<file path="src/rtl/core/pps_pkg.sv">
// Shared types and constants for the pure pursuit steering block.
// No dependencies; pps_if, pps_ctrl, pps_dp and pure_pursuit_steering refer to this package.

package pps_pkg;

	// Field widths
	localparam int OP_W     = 2;
	localparam int COORD_W  = 32;
	localparam int QUAT_W   = 16;
	localparam int CFG_W    = 31;
	localparam int STATUS_W = 2;
	localparam int CFG_IDX_W = 2;

	// Operation codes of an input word
	localparam logic [OP_W-1:0] OPC_APPEND = 2'd0;
	localparam logic [OP_W-1:0] OPC_QUERY  = 2'd1;
	localparam logic [OP_W-1:0] OPC_CLEAR  = 2'd2;

	// Status codes of a result word
	localparam logic [STATUS_W-1:0] ST_TRACK = 2'd0;
	localparam logic [STATUS_W-1:0] ST_EMPTY = 2'd1;
	localparam logic [STATUS_W-1:0] ST_GOAL  = 2'd2;

	// Register indexes
	localparam logic [CFG_IDX_W-1:0] REG_LOOK_AHEAD = 2'd0;
	localparam logic [CFG_IDX_W-1:0] REG_GOAL_TOL   = 2'd1;
	localparam logic [CFG_IDX_W-1:0] REG_MAX_LIN    = 2'd2;
	localparam logic [CFG_IDX_W-1:0] REG_MAX_ANG    = 2'd3;

	// Register reset values
	localparam logic [CFG_W-1:0] RST_LOOK_AHEAD = 31'd32768;
	localparam logic [CFG_W-1:0] RST_GOAL_TOL   = 31'd6554;
	localparam logic [CFG_W-1:0] RST_MAX_LIN    = 31'd19661;
	localparam logic [CFG_W-1:0] RST_MAX_ANG    = 31'd65536;

	// Datapath micro-operations
	typedef enum logic [4:0] {
		DP_NONE,
		DP_APPEND,
		DP_CLEAR,
		DP_LA2,
		DP_G2,
		DP_RD,
		DP_DIFF,
		DP_DIFF_ORG,
		DP_SQX,
		DP_SQY_LA,
		DP_SQY_G,
		DP_QUAT,
		DP_MUL_CDX,
		DP_MAC_SDY,
		DP_MUL_CDY,
		DP_MAC_NSDX,
		DP_DIV_ROT,
		DP_FIN_X,
		DP_FIN_Y,
		DP_SQ_XR,
		DP_SQ_YR,
		DP_MUL_YM,
		DP_DIV_ANG,
		DP_FIN_A,
		DP_EMIT
	} dp_op_t;

	typedef struct packed {
		dp_op_t              op;
		logic [STATUS_W-1:0] code;
	} dp_cmd_t;

	typedef struct packed {
		logic [OP_W-1:0] opcode;
		logic            empty;
		logic            hit;
		logic            scan_done;
		logic            div_busy;
		logic            ang_en;
		logic            out_free;
	} dp_sts_t;

endpackage

</file>
<file path="src/rtl/core/pps_ctrl.sv">
// Pure pursuit steering sequencer: at most one micro-operation a cycle.
// Depends on pps_pkg for the command and status types.

module pps_ctrl (
	input  logic             clk,
	input  logic             arst_n,
	input  logic             req_accept,
	output logic             req_ready,
	output pps_pkg::dp_cmd_t cmd,
	input  pps_pkg::dp_sts_t sts
);

	typedef enum logic [5:0] {
		S_IDLE, S_DEC, S_APPEND, S_CLEAR,
		S_LA2, S_G2, S_RD, S_DIFF, S_SQX, S_SQY, S_CHK,
		S_DORG, S_GSQX, S_GSQY, S_GCHK,
		S_QUAT, S_MCX, S_MSX, S_DVX, S_WX, S_FX,
		S_MCY, S_MSY, S_DVY, S_WY, S_FY,
		S_SQXR, S_SQYR, S_ACHK, S_MYM, S_DVA, S_WA, S_FA,
		S_EMIT
	} state_t;

	state_t                          state_q, nxt;
	pps_pkg::dp_op_t                 op_q;
	logic [pps_pkg::STATUS_W-1:0]    code_q, nxt_code;
	logic                            ready_q;

	// Micro-operation carried out while in a state
	function automatic pps_pkg::dp_op_t op_of(state_t s);
		pps_pkg::dp_op_t o;
		unique case (s)
			S_APPEND: o = pps_pkg::DP_APPEND;
			S_CLEAR:  o = pps_pkg::DP_CLEAR;
			S_LA2:    o = pps_pkg::DP_LA2;
			S_G2:     o = pps_pkg::DP_G2;
			S_RD:     o = pps_pkg::DP_RD;
			S_DIFF:   o = pps_pkg::DP_DIFF;
			S_SQX:    o = pps_pkg::DP_SQX;
			S_SQY:    o = pps_pkg::DP_SQY_LA;
			S_DORG:   o = pps_pkg::DP_DIFF_ORG;
			S_GSQX:   o = pps_pkg::DP_SQX;
			S_GSQY:   o = pps_pkg::DP_SQY_G;
			S_QUAT:   o = pps_pkg::DP_QUAT;
			S_MCX:    o = pps_pkg::DP_MUL_CDX;
			S_MSX:    o = pps_pkg::DP_MAC_SDY;
			S_DVX:    o = pps_pkg::DP_DIV_ROT;
			S_FX:     o = pps_pkg::DP_FIN_X;
			S_MCY:    o = pps_pkg::DP_MUL_CDY;
			S_MSY:    o = pps_pkg::DP_MAC_NSDX;
			S_DVY:    o = pps_pkg::DP_DIV_ROT;
			S_FY:     o = pps_pkg::DP_FIN_Y;
			S_SQXR:   o = pps_pkg::DP_SQ_XR;
			S_SQYR:   o = pps_pkg::DP_SQ_YR;
			S_MYM:    o = pps_pkg::DP_MUL_YM;
			S_DVA:    o = pps_pkg::DP_DIV_ANG;
			S_FA:     o = pps_pkg::DP_FIN_A;
			S_EMIT:   o = pps_pkg::DP_EMIT;
			default:  o = pps_pkg::DP_NONE;
		endcase
		return o;
	endfunction

	// Next state
	always_comb begin
		nxt      = state_q;
		nxt_code = code_q;
		unique case (state_q)
			S_IDLE: if (req_accept) nxt = S_DEC;
			S_DEC: begin
				case (sts.opcode)
					pps_pkg::OPC_APPEND: nxt = S_APPEND;
					pps_pkg::OPC_CLEAR:  nxt = S_CLEAR;
					pps_pkg::OPC_QUERY: begin
						if (sts.empty) begin
							nxt      = S_EMIT;
							nxt_code = pps_pkg::ST_EMPTY;
						end else begin
							nxt = S_LA2;
						end
					end
					default: nxt = S_IDLE;
				endcase
			end
			S_APPEND, S_CLEAR: nxt = S_IDLE;
			S_LA2:  nxt = S_G2;
			S_G2:   nxt = S_RD;
			S_RD:   nxt = S_DIFF;
			S_DIFF: nxt = S_SQX;
			S_SQX:  nxt = S_SQY;
			S_SQY:  nxt = S_CHK;
			S_CHK: begin
				if (sts.hit) nxt = S_GSQX;
				else if (sts.scan_done) nxt = S_DORG;
				else nxt = S_RD;
			end
			S_DORG: nxt = S_GSQX;
			S_GSQX: nxt = S_GSQY;
			S_GSQY: nxt = S_GCHK;
			S_GCHK: begin
				if (sts.hit) begin
					nxt      = S_EMIT;
					nxt_code = pps_pkg::ST_GOAL;
				end else begin
					nxt = S_QUAT;
				end
			end
			S_QUAT: nxt = S_MCX;
			S_MCX:  nxt = S_MSX;
			S_MSX:  nxt = S_DVX;
			S_DVX:  nxt = S_WX;
			S_WX:   if (!sts.div_busy) nxt = S_FX;
			S_FX:   nxt = S_MCY;
			S_MCY:  nxt = S_MSY;
			S_MSY:  nxt = S_DVY;
			S_DVY:  nxt = S_WY;
			S_WY:   if (!sts.div_busy) nxt = S_FY;
			S_FY:   nxt = S_SQXR;
			S_SQXR: nxt = S_SQYR;
			S_SQYR: nxt = S_ACHK;
			S_ACHK: begin
				if (sts.ang_en) begin
					nxt = S_MYM;
				end else begin
					nxt      = S_EMIT;
					nxt_code = pps_pkg::ST_TRACK;
				end
			end
			S_MYM:  nxt = S_DVA;
			S_DVA:  nxt = S_WA;
			S_WA:   if (!sts.div_busy) nxt = S_FA;
			S_FA: begin
				nxt      = S_EMIT;
				nxt_code = pps_pkg::ST_TRACK;
			end
			S_EMIT: if (sts.out_free) nxt = S_IDLE;
			default: nxt = S_IDLE;
		endcase
	end

	// State and registered command outputs
	always_ff @(posedge clk or negedge arst_n) begin
		if (!arst_n) begin
			state_q <= S_IDLE;
			op_q    <= pps_pkg::DP_NONE;
			code_q  <= pps_pkg::ST_TRACK;
			ready_q <= 1'b1;
		end else begin
			state_q <= nxt;
			op_q    <= op_of(nxt);
			code_q  <= nxt_code;
			ready_q <= (nxt == S_IDLE);
		end
	end

	assign req_ready = ready_q;
	assign cmd.op    = op_q;
	assign cmd.code  = code_q;

	a_ready_idle: assert property (@(posedge clk) disable iff (!arst_n)
		ready_q |-> (state_q == S_IDLE))
		else $error("input ready outside idle");
	a_fin_after_div: assert property (@(posedge clk) disable iff (!arst_n)
		(state_q == S_FX || state_q == S_FY || state_q == S_FA) |-> !sts.div_busy)
		else $error("quotient taken while divider busy");

endmodule

</file>
<file path="config.mk">
export PLATFORM = sky130hd
export DESIGN_NAME = pps_ctrl
export DESIGN_NICKNAME = d
export VERILOG_FILES = /design/src/rtl/core/pps_pkg.sv /design/src/rtl/core/pps_ctrl.sv
export SDC_FILE = /design/constraint.sdc
export NUM_CORES = 1
export LEC_CHECK = 0
export ABC_AREA = 1
export BUFFER_PORTS_ARGS = -buffer_cell sky130_fd_sc_hd__buf_2
export CAP_MARGIN = 20
export CORE_ASPECT_RATIO = 0.75
export CORE_MARGIN = 1
export CORE_UTILIZATION = 35
export DETAILED_ROUTE_END_ITERATION = 10
export GPL_ROUTABILITY_DRIVEN = 0
export GPL_TIMING_DRIVEN = 0
export HOLD_SLACK_MARGIN = 0.12
export PLACE_DENSITY = 0.55
export SYNTH_ARGS = -nofsm -noshare
export SYNTH_HDL_FRONTEND = slang
export SYNTH_SLANG_ARGS = --single-unit
</file>
<file path="constraint.sdc">
create_clock -name clk -period 2.7 [get_ports clk]
set_input_delay 0.135 -clock clk [delete_from_list [all_inputs] [get_ports clk]]
set_output_delay 0.135 -clock clk [all_outputs]
set_load 0.03 [all_outputs]
</file>
[Word-level counts from Yosys, hierarchy flattened]
Memories as Yosys holds them, arrays and structs flattened. A register that Yosys moved wholly into a read port is not among the register bits.
Cells that the tools add are included.
Cells by class
  eq/ne operators: 37
  mux-type cells: 17
  reduce and logical (&&, ||, !) cells: 6
Operators with widths (number)
  $pmux 6 s32: 1
  $eq 6x5->1 const B: 16
  $eq 6x4->1 const B: 8
  $mux 6: 8
  $eq 6x3->1 const B: 4
  $pmux 6 s3: 1
  $eq 6x6->1 const B: 2
  $logic_not 6->1: 2
  $mux 2: 4
  $mux 4: 2
  $ne 2x2->1 const B: 4
  $pmux 2 s4: 1
  $eq 6x1->1 const B: 1
  $reduce_and 5->1: 1
  $reduce_bool 4->1: 1
  $eq 2x1->1 const B: 1
  $eq 2x2->1 const B: 1
  $logic_not 2->1: 1
  $logic_not 1->1: 1
Word-level totals
  register bits: 9
  memory bits (read-only): 320
  output and inout bits: 8
  word-level logic and storage cells: 64
  memories: 1
Memory list
  (name not given): words 64, width 5, rd ports 1, clocked after Yosys merged registers in 1, wr ports 0, line pps_ctrl.sv:31  | unique case (s)

[Logic depth before layout (Yosys ltp)]
  word-level depth: 4
  gate-level depth with buffers: 18
  depth with buffers taken out: 17

[Worst setup path before layout]
OpenSTA, ideal clock, no wires.
  path type: register -> register
  start: reg state_q[5]
  end: reg op_q[4]
  library setup time: 118 ps
  arrival: 1997 ps
  path slack: 585 ps
  cell stages (with the launch flop): 16
  buffers on the path: 2
  cell sequence: dfrtp_1 > nor2_2 > buf_6 > buf_6 > nand2_1 > a21oi_1 > nor3_1 > nand3_1 > inv_1 > ha_1 > inv_1 > nand2_1 > o21ai_2 > nand2_1 > nand3_1 > nand2_1
On the way
  longest elaborated chain between the ends: 2
Ends and longest elaborated chain
  start, declared: line pps_ctrl.sv:23  | state_t state_q, nxt;
  start signal, assigned: line pps_ctrl.sv:148  | state_q <= nxt;
  $eq 6x6->1 (tied with other cells): line pps_ctrl.sv:67  | unique case (state_q)
  $pmux 6 s32 (*): line pps_ctrl.sv:67
  net nxt[1]: line pps_ctrl.sv:23
  end, declared: line pps_ctrl.sv:24  | pps_pkg::dp_op_t op_q;
The timed path passes the listed nets; every way through them passes the cells marked *.
A chain may end at the register's enable or synchronous reset.

[Worst setup path in the final report]
  start: reg state_q[0]
  end: reg op_q[4]
On the way
  longest elaborated chain between the ends: 2
Ends and longest elaborated chain (line)
  $eq 6x6->1 (tied with other cells): pps_ctrl.sv:67
  $pmux 6 s32 (*): pps_ctrl.sv:67
Every way passes the cells marked *; elsewhere a longest branch is shown, timed or not.

==> qor.txt <==
SYNTHESIS
-----------------------------------------------------------------------------------------------------
Top area cells in the synthesized netlist                                                dfrtp_1 18%, nand3_1 17%, nand2_1 16%
Mux cell area share after synthesis                                                                0%
Largest family of logic cells by synthesized area                                        simple AND/OR/NAND/NOR gates
Post-synthesis share of cell area spent on full adders, half adders and majority gates          3.49%
Cell variety after synth                                                                           30
Seq/Total Area, Yosys                                                                           19.6%
Xor/xnor share of the synthesized area                                                             0%
Fraction of the mapped netlist area in simple logic gates                                       59.9%
Area share of the largest cell type after synthesis                                             18.2%
Share of the synthesized area in compound gates (AO/OA/AOI/OAI)                                 6.08%
Synth warn                                                                                          0
Net count of the mapped netlist                                                                   296
Count of state elements after synthesis                                                            14
Synth Instances                                                                                   280
Mean Syn Cell Area                                                                           6.40 µm²
Synthesized area                                                                          0.00179 mm²
Post-synthesis cell type with the largest combined area                                       dfrtp_1

CLOCKING
-----------------------------------------------------------------------------------------------------
Root buffer cell                                                                             clkbuf_8
Number of buffers between clock root and the deepest sink                                           2
CTS tree                                                                                          yes
Number of H-tree levels                                                                             1
Number of buffers inserted during clock tree synthesis                                              3
Clock latency at the later pin of the worst-skew pair                                         0.25 ns
Post-CTS Repair Setup Buffers                                                                       0
Worst-path clk slew                                                                           0.06 ns
# clock sinks                                                                                      14

GLOBAL ROUTING
-----------------------------------------------------------------------------------------------------
Wire length of the first global-routing pass                                                  8520 µm
Total routing resource utilization after global routing                                         20.1%
Largest net degree at the start of global routing                                                  15
Gr ovfl total                                                                                       0
Via count of the first global-routing pass                                                       1670
Number of antenna violations at the first check in global routing                                   0

SETUP PATH
-----------------------------------------------------------------------------------------------------
Critical Path Source Type                                                                    register
Largest stage delay on the critical path                                                      0.36 ns
Endpoint of the lowest-slack register-to-register path                                        op_q[4]
Critical Path AT                                                                              2.64 ns
Critical path buffers and inverters                                                                 3
Logic depth of the worst register-to-register path                                                 16
Register-to-register setup slack                                                              0.19 ns
FF-to-FF Start                                                                             state_q[0]
WS Path Type                                                                                  reg2reg
Ordered list of cells on the worst path                                                  buf_4 -> nor2_1 -> buf_4 -> nand3_1 -> nand2_1 -> nor2_1 -> nand2_1 -> nor2_2 -> nand3_1 -> ha_1 -> inv_1 -> nand2_1 -> o21ai_2 -> nand2_1 -> nand3_1 -> nand2_1
CP endpoint kind                                                                             register
Slowest stage cell, crit path                                                                 dfrtp_1
Launch point of the worst path                                                             state_q[0]
Data required time at the worst endpoint                                                      2.84 ns
Most numerous cell on the critical path                                                       nand2_1
Critical-path maximum fanout                                                                       10
Worst path top cell family by delay                                                      simple AND/OR/NAND/NOR gates

MIN PATH
-----------------------------------------------------------------------------------------------------
Hold crit path type                                                                            in2reg
Hold EP                                                                                     code_q[1]
Hold Crit Start                                                                                sts[4]
Hold Path Stages                                                                                    3

PLACE
-----------------------------------------------------------------------------------------------------
Placed cell count                                                                                 358
Placed instance area                                                                      0.00196 mm²
Post-placement worst setup slack                                                             0.117 ns
DPL Wire Length                                                                               4190 µm
Count of port buffers added during placement                                                       18

ROUTE
-----------------------------------------------------------------------------------------------------
Total iterations of the first detailed-routing run                                                  7
Via count                                                                                        1935
Routed wire length                                                                            5310 µm
Routed len/inst                                                                               14.6 µm
Number of DRC markers in iteration 0                                                              177
Number of routed nets with antenna violations                                                       0
Routed via count divided by cell count                                                           5.33
DRC violation count after routing                                                                   0

FLOORPLANNING
-----------------------------------------------------------------------------------------------------
Placement Rows                                                                                     22
DIE WIDTH                                                                                     84.6 µm
Starting Density                                                                                36.6%
Number of placed I/O pins                                                                          19
Full die area                                                                             0.00541 mm²
Die span in y                                                                                 64.0 µm
Core Footprint                                                                            0.00490 mm²

TIMING
-----------------------------------------------------------------------------------------------------
RSZ-0062 raised after global routing                                                            false
Share of the clock period used by the worst path                                                92.9%
Worst clock skew                                                                           0.00136 ns
Endpoints failing hold                                                                              0
Setup ws final                                                                               0.192 ns
Sum of negative setup slack                                                                      0 ns
Final setup violation count                                                                         0
Final Max Tran Viols                                                                                0
Maximum clock frequency                                                                       399 MHz
Max-slew headroom                                                                               68.4%
Final min period                                                                              2.51 ns
Slew at the pin closest to its max-slew limit                                                0.473 ns

FINAL LAYOUT
-----------------------------------------------------------------------------------------------------
Antenna fix cells                                                                                   0
Commonest non-fill, non-tap cells in the layout                                          75 x nand2_1, 60 x nand3_1, 25 x nor2_1, 25 x inv_1, 18 x buf_2
Fin area                                                                                  0.00204 mm²
Final Net Count                                                                                   320
Layout cells sized above 1                                                                      25.7%
Commonest non-fill, non-tap cell in the layout                                                nand2_1
Final Instance Count excl. Fillers                                                                363
Area overhead of the layout relative to synthesis                                               14.1%

PWR
-----------------------------------------------------------------------------------------------------
Worst voltage drop across the vdd grid                                                     0.000339 V
Power Density                                                                             1150 mW/mm²
Leakage power summed over all cells                                                        0.00115 µW
Total power draw                                                                              2350 µW

RUN
-----------------------------------------------------------------------------------------------------
Max-cap violations                                                                                  0

OUTCOME
-----------------------------------------------------------------------------------------------------
Status                                                                                   finished clean

-- where the power goes --
part	total, µW	switching (µW)	leakage (µW)	internal, µW
Sequential	339	45.2	0.000184	294
Combinational	1810	1220	0.000936	593
Clock	204	75.2	0.0000288	129
Total	2350	1340	0.00115	1020
-- synthesized netlist by cell type --
library cell / instances
nand2_1: 75
nand3_1: 61
nor2_1: 26
inv_1: 25
dfrtp_1: 13
nor2_2: 9
inv_2: 7
nand2_2: 6
nand3_2: 6
nor2_4: 6
ha_1: 5
nand4_1: 5
o21ai_0: 5
buf_4: 4
buf_6: 4
nor3_1: 4
a21oi_1: 2
and3_1: 2
nand2_4: 2
nand4_2: 2
o211ai_1: 2
a31oi_1: 1
dfstp_2: 1
nand3b_4: 1
nor2_8: 1
nor3_4: 1
o2111ai_4: 1
o211ai_2: 1
o21ai_1: 1
o21ai_2: 1
-- how the worst max path moves through the flow --
stage,endpoint,cells past startpoint
6_report,op_q[4],16
5_1_grt,op_q[4],16
4_1_cts,op_q[4],15
3_5_place_dp,op_q[4],15
3_3_place_gp,op_q[4],15
2_1_floorplan,op_q[4],15
-- state kept, by name, summed over array words and instances, names as in the netlist --
name and count:
code_q 2, req_ready 1, op_q 5, state_q 6
-- metrics by stage --
step           util [%]  hold WS, ns
5_1_grt            41.7        0.275
4_1_cts            41.3        0.249
3_5_place_dp       39.9       0.0517
6_report           41.7        0.253
2_1_floorplan         -       -0.161
3_3_place_gp       39.9       0.0485
-- kinds of logic (layout without fill, tap and decap cells) --
group | count (synthesis) | in the layout
AND/OR/NAND/NOR | 207 | 207
AO/OA/AOI/OAI | 14 | 14
adder cells (fa/ha/maj) | 5 | 5
flip-flops | 14 | 14
buffers and inverters | 40 | 63
-- metal layers --
metal  GRT usage, %  vias to the layer above  wire (µm)  part of all wire (%)
li1               -                      972          -                     -
met1           32.0                      887       2740                    52
met2           29.1                       76       2230                    42
met3           2.97                        0        336                   6.3
met4           1.91                        0          0                     0
met5              0                        -          0                     0
-- tightest hold or removal path, cell delays in order --
cell	delay, ns
buf_2	0.13
nand4_1	0.11
o21ai_0	0.08
-- layout make-up --
| type | instances | area, µm² |
|---|---|---|
| timing repair buffer | 19 | 100 |
| inverter | 32 | 120 |
| fill | 525 | 2860 |
| tap | 60 | 75.1 |
| sequential | 14 | 352 |
| buffer | 8 | 75.1 |
| clock buffer | 4 | 55.1 |
| multi-input combinational | 226 | 1270 |
-- timing repair --
| item | in CTS | in global routing |
|---|---|---|
| hold buffers | 1 | 0 |
| resized for setup | 0 | 5 |
| endpoints found under the hold margin | 14 | 0 |
| setup endpoints to repair | 0 | 4 |
Note: power is estimated with default switching activity, not from simulation.
